--- src/hdl/ffra_pkg.sv ---
// Package for the first-fit range allocator: field widths, codes, reset values
// and the table entry and control types. No dependencies.
`timescale 1ns / 1ps

package ffra_pkg;

  // Field widths of the transactions
  localparam int unsigned OFF_W   = 28;  // free_offset, grant_offset
  localparam int unsigned SIZE_W  = 29;  // req_size, free_size, grant_size, registers
  localparam int unsigned STAT_W  = 2;
  localparam int unsigned COUNT_W = 6;

  // Stored start offsets may run past the chunk after allocations on overlapping
  // ranges, so the table keeps two extra start bits; sums need one more again.
  localparam int unsigned START_W = 30;
  localparam int unsigned ALU_W   = 31;

  // Configuration port
  localparam int unsigned CFG_IDX_W  = 1;
  localparam int unsigned CFG_DATA_W = SIZE_W;
  localparam logic [CFG_IDX_W-1:0] CFG_CHUNK_SIZE    = 1'd0;
  localparam logic [CFG_IDX_W-1:0] CFG_MIN_REMAINDER = 1'd1;

  // Chunk sizes above 2^OFFSET_BITS saturate
  localparam int unsigned OFFSET_BITS = 28;
  localparam logic [63:0] CHUNK_LIMIT = 64'(1) << OFFSET_BITS;

  localparam int unsigned MAX_RANGES_DEF = 32;

  localparam logic [SIZE_W-1:0] CHUNK_RESET  = 29'd67108864;
  localparam logic [SIZE_W-1:0] MINREM_RESET = 29'(4 << 10);

  // Operation codes
  localparam logic OP_ALLOC = 1'b0;
  localparam logic OP_FREE  = 1'b1;

  // Status codes
  localparam logic [STAT_W-1:0] STATUS_OK    = 2'd0;
  localparam logic [STAT_W-1:0] STATUS_NOFIT = 2'd1;
  localparam logic [STAT_W-1:0] STATUS_FULL  = 2'd2;

  typedef struct packed {
    logic [START_W-1:0] start;
    logic [SIZE_W-1:0]  len;
  } ffra_entry_t;

  // Table write request
  typedef struct packed {
    logic        we;
    ffra_entry_t entry;
  } ffra_wr_t;

  // Table reinitialisation: entry 0 becomes (0, len)
  typedef struct packed {
    logic              init;
    logic [SIZE_W-1:0] len;
  } ffra_init_t;

endpackage

--- src/hdl/ffra_if.sv ---
// Valid/ready channel interfaces for request and result transactions.
// Depends on ffra_pkg for the field widths.
`timescale 1ns / 1ps

interface ffra_in_if;
  logic                        valid;
  logic                        ready;
  logic                        operation;
  logic [ffra_pkg::SIZE_W-1:0] req_size;
  logic [ffra_pkg::OFF_W-1:0]  free_offset;
  logic [ffra_pkg::SIZE_W-1:0] free_size;

  modport source (output valid, output operation, output req_size, output free_offset,
                  output free_size, input ready);
  modport sink   (input valid, input operation, input req_size, input free_offset,
                  input free_size, output ready);
endinterface

interface ffra_out_if;
  logic                         valid;
  logic                         ready;
  logic [ffra_pkg::STAT_W-1:0]  status;
  logic [ffra_pkg::OFF_W-1:0]   grant_offset;
  logic [ffra_pkg::SIZE_W-1:0]  grant_size;
  logic                         chunk_empty;
  logic [ffra_pkg::COUNT_W-1:0] range_count;

  modport source (output valid, output status, output grant_offset, output grant_size,
                  output chunk_empty, output range_count, input ready);
  modport sink   (input valid, input status, input grant_offset, input grant_size,
                  input chunk_empty, input range_count, output ready);
endinterface

--- src/hdl/ffra_alu.sv ---
// Shared add/subtract unit of the allocator sequencer; bit ALU_W of the result
// is the carry, or the borrow on a subtraction. Depends on ffra_pkg.
`timescale 1ns / 1ps

module ffra_alu (
  input  logic [ffra_pkg::ALU_W-1:0] a_i,
  input  logic [ffra_pkg::ALU_W-1:0] b_i,
  input  logic                       sub_i,
  output logic [ffra_pkg::ALU_W:0]   res_o
);

  always_comb begin
    if (sub_i) begin
      res_o = {1'b0, a_i} - {1'b0, b_i};
    end else begin
      res_o = {1'b0, a_i} + {1'b0, b_i};
    end
  end

endmodule

--- src/hdl/ffra_table.sv ---
// Free range table: one write and one registered read port, with entry 0 also
// held in flops so that reinitialisation is immediate. Depends on ffra_pkg.
`timescale 1ns / 1ps

module ffra_table #(
  parameter int unsigned MAX_RANGES = ffra_pkg::MAX_RANGES_DEF,
  localparam int unsigned IDX_W = $clog2(MAX_RANGES)
) (
  input  logic                          clk_i,
  input  logic                          rst_ni,
  input  logic [IDX_W-1:0]              rd_addr_i,
  output ffra_pkg::ffra_entry_t         rd_entry_o,
  input  logic [IDX_W-1:0]              wr_addr_i,
  input  ffra_pkg::ffra_wr_t            wr_i,
  input  ffra_pkg::ffra_init_t          init_i,
  output logic [ffra_pkg::SIZE_W-1:0]   len0_o
);

  ffra_pkg::ffra_entry_t mem_q [MAX_RANGES];
  ffra_pkg::ffra_entry_t rd_q;
  ffra_pkg::ffra_entry_t head_q;
  logic                  sel0_q;

  // Storage array, entries past the fill count are never read
  always_ff @(posedge clk_i) begin
    if (wr_i.we) begin
      mem_q[wr_addr_i] <= wr_i.entry;
    end
    rd_q <= mem_q[rd_addr_i];
  end

  // Entry 0 copy, carries the reset and reinitialised value
  always_ff @(posedge clk_i or negedge rst_ni) begin
    if (!rst_ni) begin
      head_q.start <= '0;
      head_q.len   <= ffra_pkg::CHUNK_RESET;
      sel0_q       <= 1'b0;
    end else begin
      sel0_q <= (rd_addr_i == '0);
      if (init_i.init) begin
        head_q.start <= '0;
        head_q.len   <= init_i.len;
      end else if (wr_i.we && (wr_addr_i == '0)) begin
        head_q <= wr_i.entry;
      end
    end
  end

  assign rd_entry_o = sel0_q ? head_q : rd_q;
  assign len0_o     = head_q.len;

endmodule

--- src/hdl/ffra_ctrl.sv ---
// Sequencer of the allocator: request capture, table scans and compaction
// through the shared ALU, configuration registers and the result register.
// Depends on ffra_pkg, ffra_if and ffra_alu.
`timescale 1ns / 1ps

module ffra_ctrl #(
  parameter int unsigned MAX_RANGES = ffra_pkg::MAX_RANGES_DEF,
  localparam int unsigned IDX_W = $clog2(MAX_RANGES),
  localparam int unsigned CNT_W = $clog2(MAX_RANGES + 1)
) (
  input  logic                              clk_i,
  input  logic                              rst_ni,
  input  logic                              cfg_we_i,
  input  logic [ffra_pkg::CFG_IDX_W-1:0]    cfg_idx_i,
  input  logic [ffra_pkg::CFG_DATA_W-1:0]   cfg_data_i,
  ffra_in_if.sink                           in_i,
  ffra_out_if.source                        out_o,
  output logic [IDX_W-1:0]                  rd_addr_o,
  input  ffra_pkg::ffra_entry_t             rd_entry_i,
  output logic [IDX_W-1:0]                  wr_addr_o,
  output ffra_pkg::ffra_wr_t                wr_o,
  output ffra_pkg::ffra_init_t              init_o,
  input  logic [ffra_pkg::SIZE_W-1:0]       len0_i
);

  localparam logic [CNT_W-1:0] MAX_CNT = CNT_W'(MAX_RANGES);
  localparam logic [CNT_W-1:0] ONE_CNT = CNT_W'(1);

  // Sequencer states
  localparam logic [3:0] S_IDLE    = 4'd0;
  localparam logic [3:0] S_A_SCAN  = 4'd1;
  localparam logic [3:0] S_A_DEC   = 4'd2;
  localparam logic [3:0] S_A_UPD   = 4'd3;
  localparam logic [3:0] S_A_SHIFT = 4'd4;
  localparam logic [3:0] S_F_SUM   = 4'd5;
  localparam logic [3:0] S_F_CHK   = 4'd6;
  localparam logic [3:0] S_F_SCAN  = 4'd7;
  localparam logic [3:0] S_F_LEN   = 4'd8;
  localparam logic [3:0] S_F_FIX   = 4'd9;
  localparam logic [3:0] S_FIN     = 4'd10;

  logic [3:0]                    state_q, state_d;
  logic [CNT_W-1:0]              held_q, held_d;
  logic [ffra_pkg::SIZE_W-1:0]   chunk_q, chunk_d;
  logic [ffra_pkg::SIZE_W-1:0]   minrem_q, minrem_d;
  logic [CNT_W-1:0]              ip_q, ip_d;
  logic [CNT_W-1:0]              ep_q, ep_d;
  logic                          dv_q, dv_d;
  logic [CNT_W-1:0]              kept_q, kept_d;
  logic                          merged_q, merged_d;
  logic                          wide_q, wide_d;
  logic                          reject_q, reject_d;
  logic [ffra_pkg::SIZE_W-1:0]   req_q, req_d;
  logic [ffra_pkg::SIZE_W-1:0]   fsize_q, fsize_d;
  logic [ffra_pkg::START_W-1:0]  off_q, off_d;
  logic [ffra_pkg::ALU_W-1:0]    end_q, end_d;
  ffra_pkg::ffra_entry_t         cur_q, cur_d;
  logic [ffra_pkg::SIZE_W-1:0]   left_q, left_d;
  logic [CNT_W-1:0]              idx_q, idx_d;
  logic [ffra_pkg::STAT_W-1:0]   status_q, status_d;
  logic [ffra_pkg::OFF_W-1:0]    goff_q, goff_d;
  logic [ffra_pkg::SIZE_W-1:0]   gsize_q, gsize_d;

  // Result register
  logic                          ovalid_q, ovalid_d;
  logic [ffra_pkg::STAT_W-1:0]   ostatus_q, ostatus_d;
  logic [ffra_pkg::OFF_W-1:0]    ogoff_q, ogoff_d;
  logic [ffra_pkg::SIZE_W-1:0]   ogsize_q, ogsize_d;
  logic                          oempty_q, oempty_d;
  logic [ffra_pkg::COUNT_W-1:0]  ocount_q, ocount_d;

  logic [ffra_pkg::ALU_W-1:0]    alu_a, alu_b;
  logic                          alu_sub;
  logic [ffra_pkg::ALU_W:0]      alu_res;

  logic                          in_acc;
  logic                          issue_ok;
  logic                          stream_done;
  logic                          hit_hi, hit_lo;
  logic                          mask_now;
  logic [ffra_pkg::SIZE_W-1:0]   chunk_sat;
  logic [CNT_W+ffra_pkg::COUNT_W-1:0] held_ext;
  logic [CNT_W-1:0]              ep_dec;

  ffra_alu u_alu (
    .a_i   (alu_a),
    .b_i   (alu_b),
    .sub_i (alu_sub),
    .res_o (alu_res)
  );

  assign in_i.ready   = (state_q == S_IDLE);
  assign in_acc       = in_i.valid && in_i.ready;
  assign out_o.valid        = ovalid_q;
  assign out_o.status       = ostatus_q;
  assign out_o.grant_offset = ogoff_q;
  assign out_o.grant_size   = ogsize_q;
  assign out_o.chunk_empty  = oempty_q;
  assign out_o.range_count  = ocount_q;

  // Streaming read pointer: one entry issued per cycle, its data read back in the next cycle
  assign issue_ok    = (ip_q < held_q);
  assign stream_done = !dv_q && !issue_ok;
  assign rd_addr_o   = ip_q[IDX_W-1:0];
  assign ep_dec      = ep_q - ONE_CNT;

  // Free pass merge tests against the region as it stands so far
  assign hit_hi   = ({1'b0, rd_entry_i.start} == end_q);
  assign hit_lo   = (alu_res[ffra_pkg::ALU_W-1:0] == {1'b0, off_q});
  // Until a merge is seen on a full table the free may still fail, so keep raw
  assign mask_now = (held_q != MAX_CNT) || merged_q;

  assign chunk_sat = ({35'd0, cfg_data_i} > ffra_pkg::CHUNK_LIMIT)
                   ? ffra_pkg::CHUNK_LIMIT[ffra_pkg::SIZE_W-1:0] : cfg_data_i;
  assign held_ext  = {{ffra_pkg::COUNT_W{1'b0}}, held_q};

  always_comb begin
    state_d  = state_q;
    held_d   = held_q;
    chunk_d  = chunk_q;
    minrem_d = minrem_q;
    ip_d     = ip_q;
    ep_d     = ip_q;
    dv_d     = 1'b0;
    kept_d   = kept_q;
    merged_d = merged_q;
    wide_d   = wide_q;
    reject_d = reject_q;
    req_d    = req_q;
    fsize_d  = fsize_q;
    off_d    = off_q;
    end_d    = end_q;
    cur_d    = cur_q;
    left_d   = left_q;
    idx_d    = idx_q;
    status_d = status_q;
    goff_d   = goff_q;
    gsize_d  = gsize_q;

    ovalid_d  = ovalid_q && !out_o.ready;
    ostatus_d = ostatus_q;
    ogoff_d   = ogoff_q;
    ogsize_d  = ogsize_q;
    oempty_d  = oempty_q;
    ocount_d  = ocount_q;

    alu_a   = '0;
    alu_b   = '0;
    alu_sub = 1'b0;

    wr_addr_o   = ip_q[IDX_W-1:0];
    wr_o.we     = 1'b0;
    wr_o.entry  = rd_entry_i;
    init_o.init = 1'b0;
    init_o.len  = chunk_sat;

    case (state_q)
      S_IDLE: begin
        if (in_acc) begin
          req_d    = in_i.req_size;
          fsize_d  = in_i.free_size;
          off_d    = {2'b00, in_i.free_offset};
          status_d = ffra_pkg::STATUS_OK;
          goff_d   = '0;
          gsize_d  = '0;
          ip_d     = '0;
          if (in_i.operation == ffra_pkg::OP_FREE) begin
            state_d = S_F_SUM;
          end else if (in_i.req_size == '0) begin
            status_d = ffra_pkg::STATUS_NOFIT;
            state_d  = S_FIN;
          end else begin
            state_d = S_A_SCAN;
          end
        end
      end

      // First entry long enough
      S_A_SCAN: begin
        dv_d = issue_ok;
        ip_d = issue_ok ? ip_q + ONE_CNT : ip_q;
        alu_a   = {2'b00, rd_entry_i.len};
        alu_b   = {2'b00, req_q};
        alu_sub = 1'b1;
        if (dv_q && !alu_res[ffra_pkg::ALU_W]) begin
          cur_d   = rd_entry_i;
          left_d  = alu_res[ffra_pkg::SIZE_W-1:0];
          idx_d   = ep_q;
          dv_d    = 1'b0;
          state_d = S_A_DEC;
        end else if (stream_done) begin
          status_d = ffra_pkg::STATUS_NOFIT;
          state_d  = S_FIN;
        end
      end

      // Absorb a short leftover or trim the range from its front
      S_A_DEC: begin
        alu_a   = {2'b00, left_q};
        alu_b   = {2'b00, minrem_q};
        alu_sub = 1'b1;
        goff_d  = cur_q.start[ffra_pkg::OFF_W-1:0];
        if ((left_q == '0) || alu_res[ffra_pkg::ALU_W]) begin
          gsize_d = cur_q.len;
          ip_d    = idx_q + ONE_CNT;
          state_d = S_A_SHIFT;
        end else begin
          gsize_d = req_q;
          state_d = S_A_UPD;
        end
      end

      S_A_UPD: begin
        alu_a       = {1'b0, cur_q.start};
        alu_b       = {2'b00, req_q};
        wr_addr_o   = idx_q[IDX_W-1:0];
        wr_o.we     = 1'b1;
        wr_o.entry.start = alu_res[ffra_pkg::START_W-1:0];
        wr_o.entry.len   = left_q;
        state_d     = S_FIN;
      end

      // Move later entries up one place
      S_A_SHIFT: begin
        dv_d = issue_ok;
        ip_d = issue_ok ? ip_q + ONE_CNT : ip_q;
        if (dv_q) begin
          wr_addr_o = ep_dec[IDX_W-1:0];
          wr_o.we   = 1'b1;
        end
        if (stream_done) begin
          held_d  = held_q - ONE_CNT;
          state_d = S_FIN;
        end
      end

      // End of the freed region
      S_F_SUM: begin
        alu_a    = {1'b0, off_q};
        alu_b    = {2'b00, fsize_q};
        end_d    = alu_res[ffra_pkg::ALU_W-1:0];
        reject_d = (fsize_q == '0);
        state_d  = S_F_CHK;
      end

      // Region must be non-empty and lie inside the chunk
      S_F_CHK: begin
        alu_a   = {2'b00, chunk_q};
        alu_b   = end_q;
        alu_sub = 1'b1;
        ip_d     = '0;
        kept_d   = '0;
        merged_d = 1'b0;
        wide_d   = 1'b0;
        if (reject_q || alu_res[ffra_pkg::ALU_W]) begin
          status_d = ffra_pkg::STATUS_NOFIT;
          state_d  = S_FIN;
        end else begin
          state_d = S_F_SCAN;
        end
      end

      // Merge touching ranges, compact the rest in place
      S_F_SCAN: begin
        dv_d  = issue_ok;
        ip_d  = issue_ok ? ip_q + ONE_CNT : ip_q;
        alu_a = {1'b0, rd_entry_i.start};
        alu_b = {2'b00, rd_entry_i.len};
        if (dv_q) begin
          if (hit_hi) begin
            end_d    = alu_res[ffra_pkg::ALU_W-1:0];
            merged_d = 1'b1;
          end else if (hit_lo) begin
            off_d    = rd_entry_i.start;
            merged_d = 1'b1;
          end else begin
            wr_addr_o = kept_q[IDX_W-1:0];
            wr_o.we   = 1'b1;
            if (mask_now) begin
              wr_o.entry.start = {2'b00, rd_entry_i.start[ffra_pkg::OFF_W-1:0]};
            end else if (rd_entry_i.start[ffra_pkg::START_W-1:ffra_pkg::OFF_W] != '0) begin
              wide_d = 1'b1;
            end
            kept_d = kept_q + ONE_CNT;
          end
        end
        if (stream_done) begin
          if (kept_q == MAX_CNT) begin
            status_d = ffra_pkg::STATUS_FULL;
            state_d  = S_FIN;
          end else begin
            state_d = S_F_LEN;
          end
        end
      end

      // Append the merged region
      S_F_LEN: begin
        alu_a            = end_q;
        alu_b            = {1'b0, off_q};
        alu_sub          = 1'b1;
        wr_addr_o        = kept_q[IDX_W-1:0];
        wr_o.we          = 1'b1;
        wr_o.entry.start = {2'b00, off_q[ffra_pkg::OFF_W-1:0]};
        wr_o.entry.len   = alu_res[ffra_pkg::SIZE_W-1:0];
        held_d           = kept_q + ONE_CNT;
        ip_d             = '0;
        state_d          = wide_q ? S_F_FIX : S_FIN;
      end

      // Trim start offsets kept raw before the first merge
      S_F_FIX: begin
        dv_d = issue_ok;
        ip_d = issue_ok ? ip_q + ONE_CNT : ip_q;
        if (dv_q) begin
          wr_addr_o        = ep_q[IDX_W-1:0];
          wr_o.we          = 1'b1;
          wr_o.entry.start = {2'b00, rd_entry_i.start[ffra_pkg::OFF_W-1:0]};
        end
        if (stream_done) begin
          state_d = S_FIN;
        end
      end

      // Load the result once the register is free
      S_FIN: begin
        if (!ovalid_q || out_o.ready) begin
          ovalid_d  = 1'b1;
          ostatus_d = status_q;
          ogoff_d   = goff_q;
          ogsize_d  = gsize_q;
          oempty_d  = (held_q == ONE_CNT) && (len0_i == chunk_q);
          ocount_d  = held_ext[ffra_pkg::COUNT_W-1:0];
          state_d   = S_IDLE;
        end
      end

      default: begin
        state_d = S_IDLE;
      end
    endcase

    // Register writes, to be issued only while idle; the block itself does not enforce this
    if (cfg_we_i) begin
      if (cfg_idx_i == ffra_pkg::CFG_CHUNK_SIZE) begin
        chunk_d     = chunk_sat;
        held_d      = {{(CNT_W-1){1'b0}}, (chunk_sat != '0)};
        init_o.init = 1'b1;
      end else if (cfg_idx_i == ffra_pkg::CFG_MIN_REMAINDER) begin
        minrem_d = cfg_data_i;
      end
    end
  end

  // Control state
  always_ff @(posedge clk_i or negedge rst_ni) begin
    if (!rst_ni) begin
      state_q  <= S_IDLE;
      held_q   <= ONE_CNT;
      chunk_q  <= ffra_pkg::CHUNK_RESET;
      minrem_q <= ffra_pkg::MINREM_RESET;
      dv_q     <= 1'b0;
      ovalid_q <= 1'b0;
    end else begin
      state_q  <= state_d;
      held_q   <= held_d;
      chunk_q  <= chunk_d;
      minrem_q <= minrem_d;
      dv_q     <= dv_d;
      ovalid_q <= ovalid_d;
    end
  end

  // Working registers and result payload
  always_ff @(posedge clk_i) begin
    ip_q      <= ip_d;
    ep_q      <= ep_d;
    kept_q    <= kept_d;
    merged_q  <= merged_d;
    wide_q    <= wide_d;
    reject_q  <= reject_d;
    req_q     <= req_d;
    fsize_q   <= fsize_d;
    off_q     <= off_d;
    end_q     <= end_d;
    cur_q     <= cur_d;
    left_q    <= left_d;
    idx_q     <= idx_d;
    status_q  <= status_d;
    goff_q    <= goff_d;
    gsize_q   <= gsize_d;
    ostatus_q <= ostatus_d;
    ogoff_q   <= ogoff_d;
    ogsize_q  <= ogsize_d;
    oempty_q  <= oempty_d;
    ocount_q  <= ocount_d;
  end

  // Fill count never passes the table depth
  a_held_bound: assert property (@(posedge clk_i) disable iff (!rst_ni)
    held_q <= MAX_CNT)
    else $error("range count above table depth");

  // Compaction never writes ahead of the entry being read
  a_kept_behind: assert property (@(posedge clk_i) disable iff (!rst_ni)
    (state_q == S_F_SCAN && dv_q) |-> (kept_q <= ep_q))
    else $error("compaction overtook the scan");

  // The shift never writes below entry 0
  a_shift_addr: assert property (@(posedge clk_i) disable iff (!rst_ni)
    (state_q == S_A_SHIFT && dv_q) |-> (ep_q != '0))
    else $error("shift read entry 0");

  // Table is written only in the states that edit it
  a_write_state: assert property (@(posedge clk_i) disable iff (!rst_ni)
    wr_o.we |-> (state_q == S_A_UPD || state_q == S_A_SHIFT || state_q == S_F_SCAN ||
                 state_q == S_F_LEN || state_q == S_F_FIX))
    else $error("table write outside an editing state");

  // A failed transaction grants nothing
  a_fail_nogrant: assert property (@(posedge clk_i) disable iff (!rst_ni)
    (ovalid_q && ostatus_q != ffra_pkg::STATUS_OK) |-> (ogsize_q == '0 && ogoff_q == '0))
    else $error("grant reported on a failed transaction");

endmodule

--- src/hdl/first_fit_range_allocator.sv ---
// First-fit range allocator, top level: shared-ALU sequencer and range table; needs ffra_pkg,
//   ffra_if, ffra_ctrl, ffra_table.
// One transaction at a time, the next taken the cycle after the result loads.
// Reset leaves one free range over the default chunk; a chunk_size write does the same at once
// for the new chunk, or leaves no range when the new chunk size is zero.
`timescale 1ns / 1ps

module first_fit_range_allocator #(
  parameter int unsigned MAX_RANGES = ffra_pkg::MAX_RANGES_DEF
) (
  input  logic                            clk_i,
  input  logic                            rst_ni,
  input  logic                            cfg_we_i,
  input  logic [ffra_pkg::CFG_IDX_W-1:0]  cfg_idx_i,
  input  logic [ffra_pkg::CFG_DATA_W-1:0] cfg_data_i,
  ffra_in_if.sink                         in_i,
  ffra_out_if.source                      out_o
);

  localparam int unsigned IDX_W = $clog2(MAX_RANGES);

  logic [IDX_W-1:0]            rd_addr;
  logic [IDX_W-1:0]            wr_addr;
  ffra_pkg::ffra_entry_t       rd_entry;
  ffra_pkg::ffra_wr_t          wr_req;
  ffra_pkg::ffra_init_t        init_req;
  logic [ffra_pkg::SIZE_W-1:0] len0;

  // Sequencer
  ffra_ctrl #(
    .MAX_RANGES (MAX_RANGES)
  ) u_ctrl (
    .clk_i      (clk_i),
    .rst_ni     (rst_ni),
    .cfg_we_i   (cfg_we_i),
    .cfg_idx_i  (cfg_idx_i),
    .cfg_data_i (cfg_data_i),
    .in_i       (in_i),
    .out_o      (out_o),
    .rd_addr_o  (rd_addr),
    .rd_entry_i (rd_entry),
    .wr_addr_o  (wr_addr),
    .wr_o       (wr_req),
    .init_o     (init_req),
    .len0_i     (len0)
  );

  // Range table
  ffra_table #(
    .MAX_RANGES (MAX_RANGES)
  ) u_table (
    .clk_i      (clk_i),
    .rst_ni     (rst_ni),
    .rd_addr_i  (rd_addr),
    .rd_entry_o (rd_entry),
    .wr_addr_i  (wr_addr),
    .wr_i       (wr_req),
    .init_i     (init_req),
    .len0_o     (len0)
  );

endmodule
--- src/flat_wrapper.sv ---
// flat-port wrapper written by rule: the top's interface ports become plain ports
module first_fit_range_allocator_flat 
#(
  parameter int unsigned MAX_RANGES = ffra_pkg::MAX_RANGES_DEF
)
  (clk_i, rst_ni, cfg_we_i, cfg_idx_i, cfg_data_i, in_i_valid, in_i_operation, in_i_req_size, in_i_free_offset, in_i_free_size, in_i_ready, out_o_valid, out_o_status, out_o_grant_offset, out_o_grant_size, out_o_chunk_empty, out_o_range_count, out_o_ready);
  ffra_in_if in_i_i ();
  ffra_out_if out_o_i ();
  input  logic clk_i;
  input  logic rst_ni;
  input  logic cfg_we_i;
  input  logic [ffra_pkg::CFG_IDX_W-1:0] cfg_idx_i;
  input  logic [ffra_pkg::CFG_DATA_W-1:0] cfg_data_i;
  input wire logic [$bits(in_i_i.valid)-1:0] in_i_valid;
  input wire logic [$bits(in_i_i.operation)-1:0] in_i_operation;
  input wire logic [$bits(in_i_i.req_size)-1:0] in_i_req_size;
  input wire logic [$bits(in_i_i.free_offset)-1:0] in_i_free_offset;
  input wire logic [$bits(in_i_i.free_size)-1:0] in_i_free_size;
  output wire logic [$bits(in_i_i.ready)-1:0] in_i_ready;
  output wire logic [$bits(out_o_i.valid)-1:0] out_o_valid;
  output wire logic [$bits(out_o_i.status)-1:0] out_o_status;
  output wire logic [$bits(out_o_i.grant_offset)-1:0] out_o_grant_offset;
  output wire logic [$bits(out_o_i.grant_size)-1:0] out_o_grant_size;
  output wire logic [$bits(out_o_i.chunk_empty)-1:0] out_o_chunk_empty;
  output wire logic [$bits(out_o_i.range_count)-1:0] out_o_range_count;
  input wire logic [$bits(out_o_i.ready)-1:0] out_o_ready;
  assign in_i_i.valid = in_i_valid;
  assign in_i_i.operation = in_i_operation;
  assign in_i_i.req_size = in_i_req_size;
  assign in_i_i.free_offset = in_i_free_offset;
  assign in_i_i.free_size = in_i_free_size;
  assign in_i_ready = in_i_i.ready;
  assign out_o_valid = out_o_i.valid;
  assign out_o_status = out_o_i.status;
  assign out_o_grant_offset = out_o_i.grant_offset;
  assign out_o_grant_size = out_o_i.grant_size;
  assign out_o_chunk_empty = out_o_i.chunk_empty;
  assign out_o_range_count = out_o_i.range_count;
  assign out_o_i.ready = out_o_ready;
  first_fit_range_allocator #(.MAX_RANGES(MAX_RANGES)) u_core (.clk_i(clk_i), .rst_ni(rst_ni), .cfg_we_i(cfg_we_i), .cfg_idx_i(cfg_idx_i), .cfg_data_i(cfg_data_i), .in_i(in_i_i), .out_o(out_o_i));
endmodule
--- config.mk ---
export PLATFORM = sky130hd
export DESIGN_NAME = first_fit_range_allocator_flat
export DESIGN_NICKNAME = d
export VERILOG_FILES = /design/src/hdl/ffra_pkg.sv /design/src/hdl/ffra_if.sv /design/src/hdl/ffra_alu.sv /design/src/hdl/ffra_table.sv /design/src/hdl/ffra_ctrl.sv /design/src/hdl/first_fit_range_allocator.sv /design/src/flat_wrapper.sv
export SDC_FILE = /design/constraint.sdc
export NUM_CORES = 2
export LEC_CHECK = 0
export ABC_AREA = 1
export BUFFER_PORTS_ARGS = -buffer_cell sky130_fd_sc_hd__buf_2
export CAP_MARGIN = 20
export CORE_UTILIZATION = 40
export DETAILED_ROUTE_END_ITERATION = 6
export SLEW_MARGIN = 20
export SYNTH_ARGS = -nofsm -noshare
export SYNTH_HDL_FRONTEND = slang
export SYNTH_SLANG_ARGS = --single-unit
export TNS_END_PERCENT = 50
--- constraint.sdc ---
create_clock -name clk_i -period 8.7 [get_ports clk_i]
set_clock_uncertainty 0.15 [all_clocks]
set_input_delay 0.435 -clock clk_i [delete_from_list [all_inputs] [get_ports clk_i]]
set_output_delay 0.435 -clock clk_i [all_outputs]
set_load 0.05 [all_outputs]
# After elaboration in Yosys (flattened, before gate mapping)
# Memories as Yosys holds them, arrays and structs flattened. A register that Yosys moved wholly into a read port is not among the register bits.
# Cells that the tools add are included.
[totals]
register_bits = 489
ram_bits = 1888
input_bits = 122
out_inout_bits = 68
n_memories = 1
[mem_list]
columns = ["name", "depth", "word_bits", "read_ports", "rd_clocked_by_memory_dff", "wr", "line_no", "source"]
rows = [
  ["u_core.u_table.mem_q", 32, 59, 1, 1, 1, "ffra_table.sv:19", "ffra_pkg::ffra_entry_t mem_q [MAX_RANGES];"],
]
[classes]
n_addsub = 7
magnitude_cmp = 2
n_eq_ne = 33
mux = 87
n_bitwise = 1
n_reduce_logical = 51
[op_table]
columns = ["operator", "count"]
rows = [
  ["$pmux 31 s7", 1],
  ["$mux 31", 6],
  ["$pmux 31 s6", 1],
  ["$mux 59", 3],
  ["$mux 30", 5],
  ["$pmux 30 s4", 1],
  ["$pmux 29 s2", 2],
  ["$logic_not 29->1", 3],
  ["$mux 29", 3],
  ["$pmux 31 s2", 1],
  ["$pmux 30 s2", 1],
  ["$pmux 28 s2", 1],
  ["$mux 6", 9],
  ["$pmux 4 s10", 1],
  ["$add 31x31->32", 1],
  ["$mux 32", 1],
  ["$mux 4", 8],
  ["$sub 31x31->32", 1],
  ["$eq 30x31->1", 1],
  ["$eq 31x30->1", 1],
  ["$eq 29x29->1", 1],
  ["$gt 29x29->1 const B", 1],
  ["$reduce_bool 29->1", 1],
  ["$mux 28", 1],
  ["41 further kinds", 126],
]

# Logic depth before layout (Yosys ltp)
[logic_depth]
depth_word = 14
depth_mapped = 54
mapped_depth_nobuf = 50

# Modules after synthesis
# Synthesis repeated with hierarchy kept, for this count alone.
[hier_totals]
cells_unflattened = 9878
area_unflattened_um2 = 105034.5
[by_module_without_submodules]
columns = ["mod", "instances", "cells_per_inst", "area_each_um2", "seq_area_each_um2"]
rows = [
  ["ffra_table", 1, 6896, 80477.2, 59378.2],
  ["ffra_ctrl", 1, 2264, 21112.7, 12475.7],
  ["ffra_alu", 1, 718, 3444.6, 0.0],
]

# Worst setup path before layout
# Ideal clock, no wire load.
[synth_path]
path_type = "register to register"
start = "reg u_core.u_table.sel0_q"
end = "reg u_core.u_ctrl.state_q[1]"
setup_ns = 0.083
t_arrival_ns = 8.659
required_time_ns = 8.467
slack_ns = -0.192
path_stages_with_launch = 37
period_less_slack_ns = 8.892
path_cell_list = "dfrtp_1 -> buf_4 -> inv_2 -> buf_6 -> buf_6 -> nand2_1 -> nand2_1 -> nand2_1 -> o21ai_0 -> nor4_2 -> ha_1 -> nand2_1 -> nor3b_2 -> nand2_1 -> nor3_2 -> nand2_1 -> nor2_1 -> nand3_1 -> nor2_1 -> nand2_1 -> nand2_1 -> xor2_1 -> inv_1 -> ha_1 -> a21oi_1 -> nand2_1 -> nand2_1 -> nand3_1 -> a21oi_1 -> nand2_1 -> nand3_1 -> nand2_1 -> xnor2_2 -> nand2_1 -> nor2_1 -> o21ai_0 -> nand2_1"
[synth_rtl]
columns = ["item", "line_no", "source"]
rows = [
  ["start: declaration", "ffra_table.sv:22", "logic sel0_q;"],
  ["start signal: assignment", "ffra_table.sv:39", "sel0_q <= (rd_addr_i == '0);"],
  ["end signal: assignment", "ffra_ctrl.sv:365", "state_q <= state_d;"],
  ["end: declaration", "ffra_ctrl.sv:42", "logic [3:0] state_q, state_d;"],
]

# Worst setup path after layout
[layout_path]
start = "reg u_core.u_ctrl.state_q[0]"
end = "mem u_core.u_table.mem_q[17][50] in the netlist's numbering, enable pin"
[layout_between]
elab_chain_cells = 12
[layout_rtl]
columns = ["item", "line_no", "source"]
rows = [
  ["$eq 4x2->1 / $eq 4x1->1 (equally long branches)", "ffra_ctrl.sv:157", "case (state_q)"],
  ["$reduce_or 2->1 (no line)", "n/a", ""],
  ["$pmux 31 s6", "ffra_ctrl.sv:157", ""],
  ["$add 31x31->32 / $sub 31x31->32 (equally long branches)", "ffra_alu.sv:16, ffra_alu.sv:14", ""],
  ["$mux 32", "ffra_alu.sv:13", "if (sub_i) begin"],
  ["$eq 31x30->1", "ffra_ctrl.sv:109", "assign hit_lo = (alu_res[ffra_pkg::ALU_W-1:0] == {1'b0, off_q});"],
  ["$mux 31", "ffra_ctrl.sv:273", "end else if (hit_lo) begin"],
  ["$mux 31", "ffra_ctrl.sv:270", "if (hit_hi) begin"],
  ["$mux 31", "ffra_ctrl.sv:269", "if (dv_q) begin"],
  ["$pmux 1 s4", "ffra_ctrl.sv:157", ""],
  ["$mux 1", "ffra_table.sv:26", "if (wr_i.we) begin"],
  ["$mux 1 (not written as such)", "ffra_table.sv:27", "mem_q[wr_addr_i] <= wr_i.entry;"],
  ["end: declaration", "ffra_table.sv:19", ""],
]
# Several ways; a longest one is shown, not always the timed one.

==> run metrics <==
status=complete, no violations; CP max stage cell=a221oi_1; Via Count=73.95k; row cnt=184; DR iter-0 viols=10.77k; RSZ-0062 raised after global routing=false; crit path launch=u_core.u_ctrl.state_q[0]; dpl cells=approximately 12k; syn_area_per_cell=around 12 um2; initial core utilization=roughly 40%; CTS tree=yes; Post-Synthesis Cells=8596; Post-synth EDFFs=2241; RR Startpoint=u_core.u_ctrl.state_q[0]; worst path arrival time=8.58 ns; CTS Buf Count=241; Final Cycle Share=93.88%; Startpoint Class=register; worst skew pair latency=0.93 ns; largest net degree at the start of global routing=180; # nets final=9058; final hold viol count=0; commonest non-fill, non-tap cell in the layout=edfxtp_1; clock sinks=2436; post-DP HPWL=237000 um; initial antenna violation count=23; Die Area=256100 um2; buffers added on ports=189; global placer's final weighted congestion=1.026; number of synthesis warnings=0; depth of the CTS H-tree=4; drt drc=0; most used cell along the critical path=nand2_1; global-route wire length before repair=516200 um; Hold Crit Class=input port to register; Post-synth top flop=edfxtp_1; Worst Tran Pin Value=around 1.3 ns; layout cells sized above 1=10.74%; Synth cell types=65; GRT Residual Overflow=0; final setup fails=0; fraction of registers with async set or reset after synthesis=5.337%; vias per cell=~6; Cell Count, Final, Fillers Out=between 10k and 15k; Seq/Total Area, Yosys=70.69%; Mapped Nets=8762; HP Start=in_i_free_size[15]; Boundary Pins=190; Routed Wire Length=365800 um; Setup crit end kind=register; WHS=0.07659 ns; Final ANT Viol Nets=0; setup ws final=between 0.5 and 0.6 ns; DIE HEIGHT=between 500 and 600 um; # Post-CTS Setup Buffers=0; crit path max fanout=37; max cap viols=0; Worst-path clk slew=0.06 ns; post-synthesis cell area=101600 um2; dpl ws=0.5223 ns; router iterations before antenna repair=6; Worst path max stage delay=0.77 ns; clk buf depth=3; drt wl/cell=between 20 and 30 um; Area Growth Syn to Fin=15.82%; most frequent cells in the layout=edfxtp_1, nor2_1, o21ai_0; FF+latch count, synth=2436; worst relative slew slack=14.31%; Worst EP required=9.11 ns; post-route setup TNS=0 ns; highest clock rate=approximately 120 MHz; Worst Setup Path Type=register to register; core area=252100 um2; Final Max Tran Viols=0; Tmin final=a little over 8 ns; GRT Total Usage=27.91%; root buf cell=clkbuf_16; die span in x=506.1 um; vias in the first global route=69.17k
-- cells in the mapped netlist (25+ instances only) --
master	count	area (um2)
nor4_1	33	206.5
a32oi_1	35	306.5
o211ai_1	38	285.3
nor2_1	1305	4898
o22ai_1	168	1051
nand4_1	38	237.7
buf_1	37	138.9
clkbuf_1	454	1704
inv_1	451	1693
dfrtp_1	126	3153
o2111ai_1	34	297.8
a21oi_1	72	360.4
buf_2	25	125.1
nand3_1	444	2222
xor2_1	34	297.8
nand2_1	1136	4264
nor3_1	25	125.1
edfxtp_1	2241	67290
a31oi_1	46	287.8
ha_1	43	538.0
dfxtp_1	65	1301
o221ai_1	368	3223
o21ai_0	1160	5806
-- registers in the layout (all words and copies together), names as in the netlist, 28 cells and up --
name / cells
u_core.u_table.head_q: 30
u_core.u_ctrl.req_q: 29
u_core.u_ctrl.cur_q: 59
u_core.u_ctrl.out_o.grant_size: 29
u_core.u_ctrl.left_q: 29
u_core.u_ctrl.fsize_q: 29
u_core.u_ctrl.out_o.grant_offset: 28
u_core.u_ctrl.off_q: 30
u_core.u_ctrl.gsize_q: 29
u_core.u_ctrl.minrem_q: 29
u_core.u_ctrl.chunk_q: 29
u_core.u_ctrl.goff_q: 28
u_core.u_table.len0_o: 29
u_core.u_table.mem_q: 1888
u_core.u_table.rd_q: 59
u_core.u_ctrl.end_q: 31
-- worst paths after layout --
path / depth (start not counted) / endpoint / slack [ns]
max in group asynchronous: 4 / u_core.u_table.head_q[51] / 6.89
max reg2reg: 35 / u_core.u_table.mem_q[17][50] / 0.53
min reg2reg: 0 / u_core.u_ctrl.idx_q[5] / 0.26
max: 35 / u_core.u_table.mem_q[17][50] / 0.53
min: 2 / u_core.u_ctrl.fsize_q[15] / 0.08
min in group asynchronous: 3 / u_core.u_ctrl.minrem_q[12] / 0.51
-- routing by layer --
layer  track usage (%)  wire length (um)
met1             38.03            146000
met2             43.67            166900
met3             4.822             34720
met4             12.67             18100
met5                 0                92
-- worst max-delay path: cells and delay by family (launching register included) --
kind	cells	cell delay, ns
flip-flops	1	0.50
AND/OR/NAND/NOR	21	3.19
buffers and inverters	6	1.36
adder cells (fa/ha/maj)	1	0.41
XOR/XNOR	1	0.28
AO/OA/AOI/OAI	6	1.83
-- through the flow --
stage | instance area (um2) | util, %
3_5_place_dp | 108300 | 42.98
5_1_grt | 117700 | 46.69
4_1_cts | 117700 | 46.69
2_1_floorplan | 101600 | -
6_report | 117700 | 46.70
3_3_place_gp | 108300 | 42.98
-- cell type report --
class | count | area [um2]
Multi-Input combinational cell | 5165 | 26460
Clock inverter | 148 | 1515
Timing Repair Buffer | 587 | 5391
Inverter | 461 | 1758
Antenna cell | 10 | 25.02
Clock buffer | 303 | 6534
Fill cell | 22330 | 134400
Tap cell | 3348 | 4189
Sequential cell | 2436 | 71860
-- logic make-up (layout without fill, tap and decap cells) --
kind of cell	after synthesis	count (layout)	share of synthesized area, %
AND/OR/NAND/NOR	3046	3046	12.24
flip-flops	2436	2436	70.69
AO/OA/AOI/OAI	2017	2017	12.21
buffers and inverters	995	1499	3.791
XOR/XNOR	54	54	0.4727
adder cells (fa/ha/maj)	44	44	0.5490
multiplexers	4	4	0.04308
other	0	10	0
-- timing repair --
action	CTS	global route
resized for setup	0	1
hold endpoints to repair	254	0
setup endpoints to repair	0	962
hold buffers	128	0
Power is not shown: default switching activity piles up to over one toggle a cycle in this logic, so the estimate is an artifact.
